$ cat src/design/mwpa_image_ram.sv
// Generic single-write, single-read synchronous RAM, read data registered,
// read-first on a same-address collision. No dependencies.
`default_nettype none

module mwpa_image_ram #(
  parameter int DATA_W = 8,
  parameter int DEPTH  = 256,
  parameter int ADDR_W = $clog2(DEPTH)
) (
  input  wire logic              clk,
  input  wire logic              we,
  input  wire logic [ADDR_W-1:0] waddr,
  input  wire logic [DATA_W-1:0] wdata,
  input  wire logic              re,
  input  wire logic [ADDR_W-1:0] raddr,
  output logic      [DATA_W-1:0] rdata
);

  logic [DATA_W-1:0] mem [DEPTH];

  always_ff @(posedge clk) begin
    if (we) begin
      mem[waddr] <= wdata;
    end
    if (re) begin
      rdata <= mem[raddr];
    end
  end

endmodule

`default_nettype wire

$ cat config.mk
export PLATFORM = sky130hd
export DESIGN_NAME = mwpa_image_ram
export DESIGN_NICKNAME = d
export VERILOG_FILES = /design/src/design/mwpa_image_ram.sv
export SDC_FILE = /design/constraint.sdc
export NUM_CORES = 2
export LEC_CHECK = 0
export BUFFER_PORTS_ARGS = -buffer_cell sky130_fd_sc_hd__buf_2
export CAP_MARGIN = 20
export CORE_MARGIN = 2
export CORE_UTILIZATION = 26
export CTS_CLUSTER_DIAMETER = 60
export DETAILED_ROUTE_END_ITERATION = 6
export PLACE_DENSITY = 0.46
export SYNTH_ARGS = -nofsm -noshare
export SYNTH_HDL_FRONTEND = slang
export SYNTH_SLANG_ARGS = --single-unit
$ cat constraint.sdc
create_clock -name clk -period 4.4 [get_ports clk]
set_input_delay 1.1 -clock clk [delete_from_list [all_inputs] [get_ports clk]]
set_output_delay 1.1 -clock clk [all_outputs]
set_load 0.03 [all_outputs]
==> impl_metrics.tcl <==
set metrics [dict create \
    cts_tree "yes" \
    grt_setup_unrepaired "no" \
    critical_path_depth 8 \
    place_area_um2 87180 \
    path_max_fanout 29 \
    top_usage_layer "met2" \
    drtAntennaViolNets 0 \
    clk_latency_ps 860 \
    grt_pass1_vias 40580 \
    synth_nets 3760 \
    cts_sinks 2056 \
    critPathCaptureType "flip-flop" \
    syn_area_um2 79640 \
    cellLeakagePower_nw 29.13 \
    async_reset_ff_share_pct 0 \
    outcome "completed" \
    core-area_um2 305300 \
    yosysSeqAreaShare_pct 77.53 \
    critPathTopFamily "compound AO/OA/AOI/OAI gates" \
    tightest_slew_ps 1026 \
    worst_hold_path_type "in2reg" \
    grt_start_max_net_pins 114 \
    gp_congestion 0.8027 \
    ys_warn_count 0 \
    grt_use_met1_pct 19.96 \
    track_usage_pct 14.42 \
    power.density_nw_per_um2 447.1 \
    synth_top_area_share_pct 77.53 \
    grt.met3_usage_pct 2.407 \
    cts-buffers-inserted 220 \
    antenna_found_initial 21 \
    synthCells 3733 \
    r2r_cells 6 \
    min_period_over_period_pct 87.07 \
    top_level_ports 35 \
    setup.worst_path.start_class "input pin" \
    design_area_um2 94380 \
    worstPathArrival_ps 4390 \
    dpl.hpwl_um 142700 \
    drt_iter0_markers 3994 \
    cts_root_buf "clkbuf_16" \
    ir_drop_mv 0.3928 \
    die_y_um 557.4 \
    ys.flop_type "edfxtp_1" \
    initial_utilization_pct 26.08 \
    hold_viol_final 0 \
    final_nets 4181 \
    avgSynthCellArea_um2 21.33 \
    drv_cap 0 \
    finalSetupViolCount 0 \
    grt_pass1_wl_um 319700 \
    cts_htree_levels 4 \
    postCtsHoldBufs 0 \
    clkSlewWorstSetupHoldPaths_ps 60 \
    yosysMostFrequentCell "edfxtp_1" \
    route.vias.total 39380 \
    post_drt_wl_per_cell_um 26.81 \
    dp_slack_ps -350.6 \
    grt_util_met2_pct 23.60 \
    yosys.area.top_type "edfxtp_1" \
    rows 203 \
    synth-edff-count 2056 \
    fin_util_pct 30.91 \
    drc 0 \
    ctsLongestPathBuffers 3 \
    ys_seq_elements 2056 \
    cts-resized-gates 0 \
    clock.fmax_ghz 0.2610 \
    finClkSkew_ps 37.37 \
    critPathBufInv 2 \
    min_path_cells 1 \
    drt-total-wl_um 226400 \
    ys_top_cells_by_area "edfxtp_1, mux4_2, mux2i_1, nor2_1, a22oi_1" \
    drv_slew 0 \
    grt_overflow 0 \
    synth_commonest_cells "edfxtp_1, mux4_2, nor2_1" \
    drtPass1Iterations 5 \
    final.min_clock_period_ps 3831 \
    worstPathCellList "buf_8, buf_4, mux4_2, a22o_1, a221oi_1, o32ai_1, nor3_1, nor4_1" \
    postCtsSetupBuffers 0 \
    ys_types 54 \
    drive_gt1_share_pct 28.19 \
    via_per_inst 4.664 \
    crit_required_ps 4950 \
    dieArea_um2 310700 \
    port_buffers 34 \
    syn_to_final_growth_pct 18.51 \
    crit_path_max_incr_delay_ps 790 \
    die_w_um 557.4 \
    path_class "in2reg" \
    crit_slowest_cell "nor3_1" \
    timing.final.ws_setup_ps 568.9 \
    slew_headroom_pct 30.97 \
]
## cells in the final DEF, fill, tap and decap left out, types with 10 or more instances in the layout
master	n
a211oi_1	16
a21oi_1	96
a221oi_1	13
a22oi_1	133
buf_12	43
buf_2	24
buf_4	355
buf_8	10
bufinv_16	22
clkbuf_1	42
clkbuf_16	221
clkinv_1	53
clkinv_2	36
clkinvlp_4	10
edfxtp_1	2056
mux2i_1	134
mux4_2	454
nand2_1	33
nand3_1	34
nand4_1	10
nor2_1	279
nor2b_1	28
nor3_1	22
nor4_1	21
o211ai_1	10
o21ai_0	10
o221ai_1	46
o22ai_1	28
## area by class of cell
type / count / area, um^2
diodes: 5 / 12.51
clock buffers: 263 / 5688
clock inverters: 144 / 1496
fillers: 29510 / 210900
inverters: 2 / 7.507
multi-input cells: 1442 / 16510
flip-flops and latches: 2056 / 61740
well taps: 4100 / 5130
repair buffers: 432 / 3796
## cells by family (layout without fill, tap and decap cells)
kind of cell           count (synthesis)  count (layout)  synth area share [%]
buffers and inverters                235             841                 1.829
AOI/OAI and AO/OA                    385             385                 3.416
and+or+nand+nor                      466             466                 2.625
other                                  0               5                     0
DFF                                 2056            2056                 77.53
muxes                                591             591                 14.60
## registers in the layout (all words and copies together) (netlist names)
name / flops
rdata: 8
mem: 2048
## per-layer routing
| metal | up-vias | wire [um] |
|---|---|---|
| li1 | 16590 | - |
| met5 | - | 10 |
| met3 | 306 | 11990 |
| met1 | 21370 | 100600 |
| met4 | 2 | 4825 |
| met2 | 1107 | 108900 |
## report_power, final
group | internal, mW | total (mW) | switching, mW
clock network | 10.5 | 18.4 | 7.84
registers | 21.6 | 21.6 | 0.0208
logic | 0.774 | 2.18 | 1.41
total | 32.9 | 42.2 | 9.28
## path summary, 6_finish.rpt
kind                                  from          to  slack (ps)
worst max-delay path              raddr[0]    rdata[3]         570
worst min-delay path              wdata[1]  mem[91][1]         680
worst max register to register  mem[82][3]    rdata[3]        1130
worst min register to register  mem[41][3]    rdata[3]        1270
## per-stage QoR
| step | instances | power (mW) | hold WS [ps] | TNS, ps |
|---|---|---|---|---|
| floorplan | 3733 | 23.10 | 864.2 | 0 |
| finish | 8444 | 42.20 | 679.2 | 0 |
| CTS | 8438 | 42.69 | 635.5 | 0 |
| global route | 8441 | 43.49 | 651.7 | 0 |
| detailed placement | 8031 | 24.27 | 1205 | -918.9 |
| global placement | 8030 | 24.25 | 1227 | -1017 |
## worst register-to-register path: cells and delay by family, from the launching register on
family	cells	cell delay, ps
mux	1	470
simple gates	2	950
compound gates	3	1150
flops	1	380
Power figures use the tool's default switching activity.
