[src/design/mwpa_pkg.sv]
// Package for the masked window pixel access block: image geometry, field widths,
// register indexes and the access descriptor passed from cursor to datapath.
// No dependencies.
`default_nettype none

package mwpa_pkg;

  localparam int PLANE_COUNT  = 4;
  localparam int IMAGE_WIDTH  = 256;
  localparam int IMAGE_HEIGHT = 256;
  localparam int STORE_SIZE   = PLANE_COUNT * IMAGE_WIDTH * IMAGE_HEIGHT;
  localparam int ADDR_W       = $clog2(STORE_SIZE);

  localparam int PIXEL_W     = 8;
  localparam int COORD_W     = 8;
  localparam int PLANE_SEL_W = 2;
  localparam int REG_INDEX_W = 3;

  localparam logic [REG_INDEX_W-1:0] REG_WINDOW_LEFT   = 3'd0;
  localparam logic [REG_INDEX_W-1:0] REG_WINDOW_TOP    = 3'd1;
  localparam logic [REG_INDEX_W-1:0] REG_WINDOW_RIGHT  = 3'd2;
  localparam logic [REG_INDEX_W-1:0] REG_WINDOW_BOTTOM = 3'd3;
  localparam logic [REG_INDEX_W-1:0] REG_PLANE_SELECT  = 3'd4;
  localparam logic [REG_INDEX_W-1:0] REG_BIT_MASK      = 3'd5;

  localparam logic REQ_WRITE = 1'b0;
  localparam logic REQ_READ  = 1'b1;

  typedef struct packed {
    logic [ADDR_W-1:0]  addr;
    logic [COORD_W-1:0] column;
    logic [COORD_W-1:0] line;
    logic               in_range;
  } access_t;

endpackage

`default_nettype wire

[src/design/mwpa_ifs.sv]
// Handshake interfaces of the masked window pixel access block: request,
// response and configuration channels. Depends on mwpa_pkg.
`default_nettype none


interface mwpa_cfg_if import mwpa_pkg::*; ();
  logic                   valid;
  logic                   ready;
  logic [REG_INDEX_W-1:0] index;
  logic [PIXEL_W-1:0]     data;

  modport source (output valid, index, data, input ready);
  modport sink   (input valid, index, data, output ready);
endinterface

`default_nettype wire

[src/design/mwpa_cursor.sv]
// Configuration registers and window cursor: produces the address, column and
// line of the current word and steps row-major. Depends on mwpa_pkg, mwpa_ifs.
`default_nettype none

module mwpa_cursor import mwpa_pkg::*; (
  input  wire logic       clk,
  input  wire logic       rst,
  mwpa_cfg_if.sink        cfg,
  input  wire logic       advance,
  input  wire logic       last_item,
  output access_t         acc,
  output logic [PIXEL_W-1:0] bit_mask
);

  logic [COORD_W-1:0]     window_left;
  logic [COORD_W-1:0]     window_top;
  logic [COORD_W-1:0]     window_right;
  logic [COORD_W-1:0]     window_bottom;
  logic [PLANE_SEL_W-1:0] plane_select;
  logic [COORD_W-1:0]     cursor_column;
  logic [COORD_W-1:0]     cursor_line;
  logic [COORD_W-1:0]     cursor_column_next;
  logic [COORD_W-1:0]     cursor_line_next;

  logic [COORD_W:0] columns;
  logic [COORD_W:0] lines;
  logic [COORD_W:0] col_inc;
  logic [COORD_W:0] line_inc;
  logic             cfg_fire;
  logic             window_write;
  logic [31:0]      addr_wide;

  assign cfg.ready = 1'b1;
  assign cfg_fire  = cfg.valid && cfg.ready;

  always_comb begin
    window_write = 1'b0;
    if (cfg_fire) begin
      unique case (cfg.index) inside
        REG_WINDOW_LEFT, REG_WINDOW_TOP,
        REG_WINDOW_RIGHT, REG_WINDOW_BOTTOM: window_write = 1'b1;
        default:                             window_write = 1'b0;
      endcase
    end
  end

  always_ff @(posedge clk) begin
    if (rst) begin
      window_left   <= '0;
      window_top    <= '0;
      window_right  <= '1;
      window_bottom <= '1;
      plane_select  <= '0;
      bit_mask      <= '1;
    end else if (cfg_fire) begin
      unique case (cfg.index)
        REG_WINDOW_LEFT:   window_left   <= cfg.data;
        REG_WINDOW_TOP:    window_top    <= cfg.data;
        REG_WINDOW_RIGHT:  window_right  <= cfg.data;
        REG_WINDOW_BOTTOM: window_bottom <= cfg.data;
        REG_PLANE_SELECT:  plane_select  <= cfg.data[PLANE_SEL_W-1:0];
        REG_BIT_MASK:      bit_mask      <= cfg.data;
        default: ;
      endcase
    end
  end

  // inverted window collapses to one column / line
  assign columns  = (window_right < window_left) ? (COORD_W+1)'(1)
                  : {1'b0, window_right} - {1'b0, window_left} + (COORD_W+1)'(1);
  assign lines    = (window_bottom < window_top) ? (COORD_W+1)'(1)
                  : {1'b0, window_bottom} - {1'b0, window_top} + (COORD_W+1)'(1);
  assign col_inc  = {1'b0, cursor_column} + (COORD_W+1)'(1);
  assign line_inc = {1'b0, cursor_line} + (COORD_W+1)'(1);

  always_comb begin
    cursor_column_next = cursor_column;
    cursor_line_next   = cursor_line;
    if (window_write || (advance && last_item)) begin
      cursor_column_next = '0;
      cursor_line_next   = '0;
    end else if (advance) begin
      if (col_inc >= columns) begin
        cursor_column_next = '0;
        cursor_line_next   = (line_inc >= lines) ? '0 : line_inc[COORD_W-1:0];
      end else begin
        cursor_column_next = col_inc[COORD_W-1:0];
      end
    end
  end

  always_ff @(posedge clk) begin
    if (rst) begin
      cursor_column <= '0;
      cursor_line   <= '0;
    end else begin
      cursor_column <= cursor_column_next;
      cursor_line   <= cursor_line_next;
    end
  end

  // cursor stays inside the window, so these sums never carry out
  assign acc.column = window_left + cursor_column;
  assign acc.line   = window_top + cursor_line;

  assign addr_wide = (32'(plane_select) * 32'(IMAGE_HEIGHT) + 32'(acc.line))
                     * 32'(IMAGE_WIDTH) + 32'(acc.column);
  assign acc.addr  = addr_wide[ADDR_W-1:0];

  assign acc.in_range = (32'(acc.column) < 32'(IMAGE_WIDTH))
                     && (32'(acc.line) < 32'(IMAGE_HEIGHT))
                     && (32'(plane_select) < 32'(PLANE_COUNT));

endmodule

`default_nettype wire
[src/flat_wrapper.sv]
// flat-port wrapper written by rule: the top's interface ports become plain ports
module mwpa_cursor_flat import mwpa_pkg::*;
  (clk, rst, advance, last_item, acc, bit_mask, cfg_valid, cfg_index, cfg_data, cfg_ready);
  mwpa_cfg_if cfg_i ();
  input  wire logic clk;
  input  wire logic rst;
  input  wire logic advance;
  input  wire logic last_item;
  output access_t acc;
  output logic [PIXEL_W-1:0] bit_mask;
  input wire logic [$bits(cfg_i.valid)-1:0] cfg_valid;
  input wire logic [$bits(cfg_i.index)-1:0] cfg_index;
  input wire logic [$bits(cfg_i.data)-1:0] cfg_data;
  output wire logic [$bits(cfg_i.ready)-1:0] cfg_ready;
  assign cfg_i.valid = cfg_valid;
  assign cfg_i.index = cfg_index;
  assign cfg_i.data = cfg_data;
  assign cfg_ready = cfg_i.ready;
  mwpa_cursor u_core (.clk(clk), .rst(rst), .cfg(cfg_i), .advance(advance), .last_item(last_item), .acc(acc), .bit_mask(bit_mask));
endmodule
[config.mk]
export PLATFORM = sky130hd
export DESIGN_NAME = mwpa_cursor_flat
export DESIGN_NICKNAME = d
export VERILOG_FILES = /design/src/design/mwpa_pkg.sv /design/src/design/mwpa_ifs.sv /design/src/design/mwpa_cursor.sv /design/src/flat_wrapper.sv
export SDC_FILE = /design/constraint.sdc
export NUM_CORES = 1
export LEC_CHECK = 0
export ABC_AREA = 1
export BUFFER_PORTS_ARGS = -buffer_cell sky130_fd_sc_hd__buf_4
export CAP_MARGIN = 20
export CORE_MARGIN = 2
export CORE_UTILIZATION = 59
export DETAILED_ROUTE_END_ITERATION = 10
export HOLD_SLACK_MARGIN = 0.1
export PLACE_DENSITY = 0.81
export RECOVER_POWER = 50
export SLEW_MARGIN = 10
export SYNTH_ARGS = -nofsm -noshare
export SYNTH_HDL_FRONTEND = slang
export SYNTH_SLANG_ARGS = --single-unit
export TNS_END_PERCENT = 10
[constraint.sdc]
create_clock -name clk -period 3.47 [get_ports clk]
set_input_delay 0.694 -clock clk [delete_from_list [all_inputs] [get_ports clk]]
set_output_delay 0.694 -clock clk [all_outputs]
set_load 0.03 [all_outputs]
==> impl_summary.txt, run 1 <==
----------------------------------------------------
[Job]
  Max-cap viol count ... 0

[Power]
  Power spent charging and discharging nets ... 0.655 mW
  Logic gate share of total power ... 28.6%
  Switching share of power ... 34.2%
  Flop pwr share ... 36.6%
  Total power draw ... 1.91 mW
  Max VDD drop ... 0.000307 V
  Power per cell area ... 354 nW/um2
  Clock group share of total power ... 34.8%
  LEAKAGE ... 2.83 nW
  Cell Int Power ... 1.26 mW

[Global routing]
  Met1 capacity usage during global routing ... 34.1%
  Antenna violations before repair ... 0
  Met3 usage in global routing ... 5.67%
  Global Route met2 Usage ... 45.5%
  Total track usage ... 26.6%
  Largest net degree at the start of global routing ... 38
  First-pass GRT wire length ... 18900 um
  Layer carrying the most global-route usage ... met2
  Via count of the first global-routing pass ... 4246
  Remaining Overflow, GRT ... 0

[Floorplan]
  Boundary Pins ... 60
  Starting density of the core ... 61.7%
  Full die area ... 8900 um2
  Site row count ... 32
  Die X-Extent ... 94.3 um
  Vertical die dimension ... 94.3 um
  Area of the core ... 7810 um2

[Timing]
  Max Clock Skew ... 0.0138 ns
  Clock period minus worst slack ... 3.23 ns
  Final hold violation count ... 0
  Final worst-path setup slack ... 0.239 ns
  Final cycle utilization of the critical path ... 93.1%
  Count of final setup violators ... 0
  Slew at the pin closest to its max-slew limit ... 1.41 ns
  Peak clock frequency supported by timing ... 0.310 GHz
  Tightest slew margin relative to the limit ... 5.77%
  Setup repair after global routing missed its margin ... true
  Fin. max-slew vios ... 0

[Drt]
  First DRT Iteration DRCs ... 177
  Final routed wirelength across all metal layers ... 11100 um
  Count of vias placed by the detailed router ... 4329
  Total iterations of the first detailed-routing run ... 4
  Ratio of routed vias to standard cells ... 5.33
  Detail Route Antenna Nets ... 0
  WL per Instance ... 13.6 um
  Number of design rule violations left after detail routing ... 0

[Finish]
  Non-filler instance count after layout ... 812
  Area growth syn-to-layout ... 12.2%
  Fin util ... 69.2%
  Commonest cells after routing, fill and taps aside ... sky130_fd_sc_hd__nand2_1 (128), sky130_fd_sc_hd__inv_1 (99), sky130_fd_sc_hd__ha_1 (66)
  Post-route cell area ... 5400 um2
  Most common library cell in the layout ignoring fill and taps ... sky130_fd_sc_hd__nand2_1
  Net count of the finished layout ... 799
  Fraction of layout cells with a size suffix above 1 ... 16.5%
  Total inserted antenna cells ... 0

[CTS]
  Clock root cell ... sky130_fd_sc_hd__clkbuf_8
  TritonCTS Buffers ... 9
  TritonCTS clock tree ... done
  Maximum count of clock buffers along a single path ... 2
  Post-CTS clock slew at the launch and capture registers of the worst setup and hold paths ... 0.08 ns
  Number of sinks driven by the clock tree ... 58
  Clk_lat worst skew ... 0.35 ns
  Clock H-tree levels ... 3

[Worst setup path]
  WP data required ... 3.74 ns
  Total number of cells along the worst setup path ... 24
  Number of cells on the worst reg-to-reg path ... 24
  Worst setup path endpoint ... u_core.cursor_column[5]$_SDFFE_PP0P_
  Largest stage delay on the critical path ... 0.34 ns
  Worst path most repeated cell ... sky130_fd_sc_hd__nand2_1
  Worst reg2reg path endpoint ... u_core.cursor_column[5]$_SDFFE_PP0P_
  Critical R2R Launch ... u_core.window_right[1]$_SDFFE_PP1P_
  Endpoint class of the critical path ... flip-flop
  Cell-by-cell listing of the critical path ... inv_1 > ha_1 > inv_2 > ha_2 > inv_1 > fa_2 > inv_1 > nand3_1 > nand2_1 > nand2_1 > nand2_1 > a21oi_1 > or2_1 > nand3_2 > ha_4 > nand2_2 > inv_2 > nand2_1 > nand2_1 > nor2_4 > nand2_4 > nor2_8 > nand2_2 > a21oi_2
  Highest fanout seen on the critical path ... 8
  Kind of critical path ... flip-flop to flip-flop
  Worst path top cell family by delay ... simple AND/OR/NAND/NOR gates
  Sum of buffers and inverters on the critical path ... 5
  Setup crit start kind ... flip-flop
  Max stage delay cell, worst path ... sky130_fd_sc_hd__fa_2
  Start point of the critical path ... u_core.window_right[1]$_SDFFE_PP1P_
  Arrival @ worst endpoint ... 3.50 ns
  Flop2flop setup slack ... 0.24 ns

[Place]
  Setup slack after placement ... 0.166 ns
  Post-placement cell area ... 5200 um2
  Number of cells after detailed placement ... 795
  IO buf count ... 57
  RD Place Congestion ... 0.871
  Final HPWL from detailed placement ... 8750 um

[Synth]
  Post-synthesis instance area ... 4820 um2
  Synthesized flop and latch total ... 58
  Count of different cell masters after synthesis ... 36
  Count of warnings emitted by yosys ... 0
  Post-Synthesis Mean Instance Area ... 7.26 um2
  Part of the Yosys area used for sequential elements ... 24.1%
  Number of cells produced by synthesis ... 663

[Worst hold path]
  Hold crit path type ... flip-flop to flip-flop
  Hold Startpoint ... u_core.bit_mask[0]$_SDFFE_PP1P_

[Outcome]
  Result of the run ... completed

----------------------------------------------------
-- cell usage after synthesis, drive strengths merged --
library cell,instances,share of area [%]
a21o,2,0.31
a21oi,64,7.5
a22oi,1,0.16
and3,1,0.13
buf,28,3.8
clkbuf,2,0.16
clkinv,1,0.078
conb,1,0.078
dfxtp,58,24
fa,10,4.2
ha,68,18
inv,112,8.7
nand2,142,12
nand3,51,5.3
nand3b,1,0.16
nand4,9,1.2
nor2,37,3.8
nor3,6,0.94
nor3b,1,0.26
o211ai,7,1.1
o21a,2,0.31
o21ai,29,3.0
or2,6,0.78
xnor2,5,0.91
xor2,19,3.5
-- worst reg2reg max path: stages, from the launching register on --
cell	delay (ns)
sky130_fd_sc_hd__dfxtp_2	0.33
sky130_fd_sc_hd__inv_1	0.07
sky130_fd_sc_hd__ha_1	0.30
sky130_fd_sc_hd__inv_2	0.06
sky130_fd_sc_hd__ha_2	0.17
sky130_fd_sc_hd__inv_1	0.05
sky130_fd_sc_hd__fa_2	0.34
sky130_fd_sc_hd__inv_1	0.08
sky130_fd_sc_hd__nand3_1	0.09
sky130_fd_sc_hd__nand2_1	0.08
sky130_fd_sc_hd__nand2_1	0.06
sky130_fd_sc_hd__nand2_1	0.06
sky130_fd_sc_hd__a21oi_1	0.07
sky130_fd_sc_hd__or2_1	0.22
sky130_fd_sc_hd__nand3_2	0.10
sky130_fd_sc_hd__ha_4	0.21
sky130_fd_sc_hd__nand2_2	0.06
sky130_fd_sc_hd__inv_2	0.03
sky130_fd_sc_hd__nand2_1	0.05
sky130_fd_sc_hd__nand2_1	0.08
sky130_fd_sc_hd__nor2_4	0.15
sky130_fd_sc_hd__nand2_4	0.10
sky130_fd_sc_hd__nor2_8	0.20
sky130_fd_sc_hd__nand2_2	0.08
sky130_fd_sc_hd__a21oi_2	0.12
-- power groups by stage --
stage,registers (mW),clock network [mW],logic (mW)
6_report,0.701,0.666,0.547
5_1_grt,0.703,0.699,0.616
4_1_cts,0.701,0.666,0.533
3_5_place_dp,0.716,0,0.528
3_3_place_gp,0.715,0,0.509
2_1_floorplan,0.718,0,0.405
-- how the worst min path moves through the flow --
stage | end | slack, ns | cells after the start
6_report | u_core.bit_mask[0]$_SDFFE_PP1P_ | 0.46 | 2
5_1_grt | u_core.bit_mask[2]$_SDFFE_PP1P_ | 0.49 | 2
4_1_cts | u_core.bit_mask[0]$_SDFFE_PP1P_ | 0.47 | 2
3_5_place_dp | u_core.window_bottom[4]$_SDFFE_PP1P_ | 0.45 | 2
3_3_place_gp | u_core.bit_mask[0]$_SDFFE_PP1P_ | 0.44 | 2
2_1_floorplan | u_core.window_bottom[2]$_SDFFE_PP1P_ | 0.44 | 2
-- cells by family after synthesis --
group | share of synthesized area, %
buffers and inverters | 12.8
adder cells (fa/ha/maj) | 21.8
AND/OR/NAND/NOR | 24.4
other | 0.0779
XOR/XNOR | 4.36
AO/OA/AOI/OAI | 12.4
flip-flops | 24.1
-- area by class of cell --
type	instances	area, um2
clock inverter	5	52.6
sequential	58	1160
tap	102	128
fill	655	2400
inverter	113	424
clock buffer	11	151
timing repair buffer	60	402
multi-input combinational	463	3080
-- state kept, by name, summed over array words and instances, names as in the netlist --
name	flops
u_core.cursor_column	8
u_core.window_right	8
u_core.plane_select	2
u_core.window_left	8
u_core.bit_mask	8
u_core.window_bottom	8
u_core.cursor_line	8
u_core.window_top	8
-- per-stage QoR --
stage	TNS (ns)	hold slack (ns)
detailed placement	0	0.452
finish	0	0.463
CTS	0	0.472
global route	-0.0555	0.490
floorplan	0	0.435
global placement	0	0.444
-- routing by layer --
layer / vias up / part of all wire, %
li1: 2202 / -
met1: 2008 / 46
met2: 104 / 47
met3: 15 / 5.8
met4: 0 / 1.2
met5: - / 0
-- repair_timing --
item / CTS / global route
setup buffers: 0 / 1
hold endpoints to repair: 0 / 0
endpoints found under the setup margin: 0 / 16
resized for setup: 0 / 12
hold buffers: 0 / 0
(Power assumes the default switching activity.)
==> run 2, diff against run 1 <==
--- a/config.mk
+++ b/config.mk
@@ -11,6 +11,7 @@
 export CORE_MARGIN = 2
 export CORE_UTILIZATION = 59
 export DETAILED_ROUTE_END_ITERATION = 10
+export GPL_TIMING_DRIVEN = 0
 export HOLD_SLACK_MARGIN = 0.1
 export PLACE_DENSITY = 0.81
 export RECOVER_POWER = 50
==> constraint.sdc (replaced) <==
create_clock -name clk -period 3.5 [get_ports clk]
set_input_delay 0.7 -clock clk [delete_from_list [all_inputs] [get_ports clk]]
set_output_delay 0.7 -clock clk [all_outputs]
set_load 0.03 [all_outputs]
==> impl_summary.txt, run 2 (synthesis gave the netlist of run 1 again) <==
----------------------------------------------------
[CTS]
  Post-CTS clock slew at the launch and capture registers of the worst setup and hold paths ... 0.07 ns
  Clk_lat worst skew ... 0.34 ns
  Clock root cell ... sky130_fd_sc_hd__clkbuf_8
  Post-CTS Hold Buffers ... 0
  TritonCTS clock tree ... done
  Number of sinks driven by the clock tree ... 58
  TritonCTS Buffers ... 9
  Clock H-tree levels ... 3
  Maximum count of clock buffers along a single path ... 2

[Floorplan]
  Full die area ... 8900 um2
  Vertical die dimension ... 94.3 um
  Site row count ... 32
  Area of the core ... 7810 um2
  Die X-Extent ... 94.3 um
  Boundary Pins ... 60
  Starting density of the core ... 61.7%

[Timing]
  Post-route setup TNS ... 0 ns
  Peak clock frequency supported by timing ... 0.301 GHz
  Max Clock Skew ... 0.00532 ns
  Final cycle utilization of the critical path ... 94.8%
  Tightest slew margin relative to the limit ... 62.4%
  Slew at the pin closest to its max-slew limit ... 0.561 ns
  Count of final setup violators ... 0
  Setup repair after global routing missed its margin ... false
  Fin. max-slew vios ... 0
  Final hold violation count ... 0
  Clock period minus worst slack ... 3.32 ns

[Global routing]
  Remaining Overflow, GRT ... 0
  Largest net degree at the start of global routing ... 12
  Total track usage ... 26.8%
  Antenna violations before repair ... 0
  First-pass GRT wire length ... 19000 um
  Via count of the first global-routing pass ... 4364

[Drt]
  Ratio of routed vias to standard cells ... 5.25
  Number of design rule violations left after detail routing ... 0
  First DRT Iteration DRCs ... 150
  WL per Instance ... 13.2 um
  Total iterations of the first detailed-routing run ... 4
  Final routed wirelength across all metal layers ... 11100 um
  Count of vias placed by the detailed router ... 4414
  Detail Route Antenna Nets ... 0

[Finish]
  Post-route cell area ... 5580 um2
  Filler Cell Count ... 648
  Commonest cells after routing, fill and taps aside ... sky130_fd_sc_hd__nand2_1 (129), sky130_fd_sc_hd__inv_1 (100), sky130_fd_sc_hd__ha_1 (67), sky130_fd_sc_hd__buf_4 (67), sky130_fd_sc_hd__dfxtp_1 (57)
  Total inserted antenna cells ... 0
  Most common library cell in the layout ignoring fill and taps ... sky130_fd_sc_hd__nand2_1
  Area growth syn-to-layout ... 15.8%
  Non-filler instance count after layout ... 840
  Fraction of layout cells with a size suffix above 1 ... 18.2%
  Net count of the finished layout ... 827

[Worst setup path]
  Setup crit start kind ... flip-flop
  Endpoint class of the critical path ... output port
  Highest fanout seen on the critical path ... 6
  Kind of critical path ... flip-flop to output port
  Number of cells on the worst reg-to-reg path ... 23
  Flop2flop setup slack ... 0.27 ns
  Critical R2R Launch ... u_core.window_bottom[1]$_SDFFE_PP1P_
  Arrival @ worst endpoint ... 2.62 ns
  Worst reg2reg path endpoint ... u_core.cursor_line[1]$_SDFFE_PP0P_
  WP data required ... 2.80 ns

[Place]
  IO buf count ... 57
  RD Place Congestion ... 0.860
  Number of cells after detailed placement ... 823
  Post-placement cell area ... 5380 um2
  Final HPWL from detailed placement ... 9020 um

[Power]
  Logic gate share of total power ... 28.3%
  Switching share of power ... 33.0%
  Max VDD drop ... 0.000311 V
  Cell Int Power ... 1.29 mW
  Clock group share of total power ... 35.7%
  Power spent charging and discharging nets ... 0.638 mW
  Power per cell area ... 346 nW/um2
  Flop pwr share ... 36.0%
  LEAKAGE ... 2.95 nW
  Total power draw ... 1.93 mW

[Worst hold path]
  Worst Hold Endpoint ... u_core.bit_mask[6]$_SDFFE_PP1P_
  Hold Startpoint ... u_core.bit_mask[6]$_SDFFE_PP1P_
  Hold crit path type ... flip-flop to flip-flop
  Cell depth of the worst min-delay path ... 2

[Job]
  Max-cap viol count ... 0

[Outcome]
  Result of the run ... completed

----------------------------------------------------
-- run 2: changes by cell type in the layout (fill, tap and decap cells not counted), moves of 3 or more --
cell / previous run / this run
sky130_fd_sc_hd__buf_4: 47 / 67
sky130_fd_sc_hd__buf_2: 0 / 5
sky130_fd_sc_hd__clkbuf_1: 13 / 17
sky130_fd_sc_hd__clkinv_4: 0 / 3
sky130_fd_sc_hd__inv_2: 13 / 10
-- run 2: routing by layer --
layer,routed length [um],GRT usage [%]
met5,0,0
met4,255,9.18
met3,604,4.39
met2,5250,46.7
met1,5010,33.7
-- run 2: through the flow --
stage,hold slack [ns],utilization [%],setup WS (ns)
floorplan,0.435,-,0.508
global placement,0.443,68.8,0.244
detailed placement,0.448,68.8,0.109
CTS,0.467,71.7,0.0795
global route,0.490,71.5,0.00970
finish,0.458,71.5,0.181
-- run 2: how the worst max path moves through the flow --
stage                                                 to  depth (start not counted)                            startpoint  slack (ns)
floorplan           u_core.cursor_column[6]$_SDFFE_PP0P_                         24   u_core.window_right[1]$_SDFFE_PP1P_        0.51
global placement      u_core.cursor_line[1]$_SDFFE_PP0P_                         22  u_core.window_bottom[1]$_SDFFE_PP1P_        0.24
detailed placement    u_core.cursor_line[1]$_SDFFE_PP0P_                         22  u_core.window_bottom[1]$_SDFFE_PP1P_        0.11
CTS                   u_core.cursor_line[1]$_SDFFE_PP0P_                         22  u_core.window_bottom[1]$_SDFFE_PP1P_        0.08
global route          u_core.cursor_line[0]$_SDFFE_PP0P_                         23  u_core.window_bottom[1]$_SDFFE_PP1P_        0.01
finish                                           acc[23]                         10  u_core.cursor_column[0]$_SDFFE_PP0P_        0.18
-- run 2: timing repair --
| item | in CTS | in global routing |
|---|---|---|
| endpoints found under the hold margin | 0 | 0 |
| gates resized for setup | 0 | 10 |
| setup endpoints to repair | 0 | 16 |
| setup buffers | 0 | 1 |
-- run 2: cell type report --
class | instances | area [um2] | share of cell area, %
buffer | 30 | 186 | 3.34
clock buffer | 10 | 128 | 2.29
clock inverter | 6 | 91.3 | 1.64
inverter | 113 | 424 | 7.60
multi-input combinational | 463 | 3060 | 54.8
sequential | 58 | 1160 | 20.8
tap | 102 | 128 | 2.29
timing repair buffer | 58 | 402 | 7.20
-- run 2: critical path, cell delays in order (launching register included) --
cell and delay, ns:
sky130_fd_sc_hd__dfxtp_1 0.49, sky130_fd_sc_hd__ha_1 0.22, sky130_fd_sc_hd__inv_1 0.06, sky130_fd_sc_hd__fa_1 0.41
sky130_fd_sc_hd__o21ai_1 0.25, sky130_fd_sc_hd__a21oi_1 0.11, sky130_fd_sc_hd__nor2_1 0.11, sky130_fd_sc_hd__nor2_1 0.07
sky130_fd_sc_hd__xnor2_1 0.26, sky130_fd_sc_hd__buf_4 0.17, sky130_fd_sc_hd__buf_4 0.14
-- run 2: power groups by stage --
stage	Sequential [mW]	Combinational, mW	Clock, mW
5_1_grt	0.697	0.618	0.727
2_1_floorplan	0.712	0.401	0
3_5_place_dp	0.710	0.540	0
6_report	0.696	0.546	0.690
4_1_cts	0.695	0.544	0.701
3_3_place_gp	0.709	0.519	0
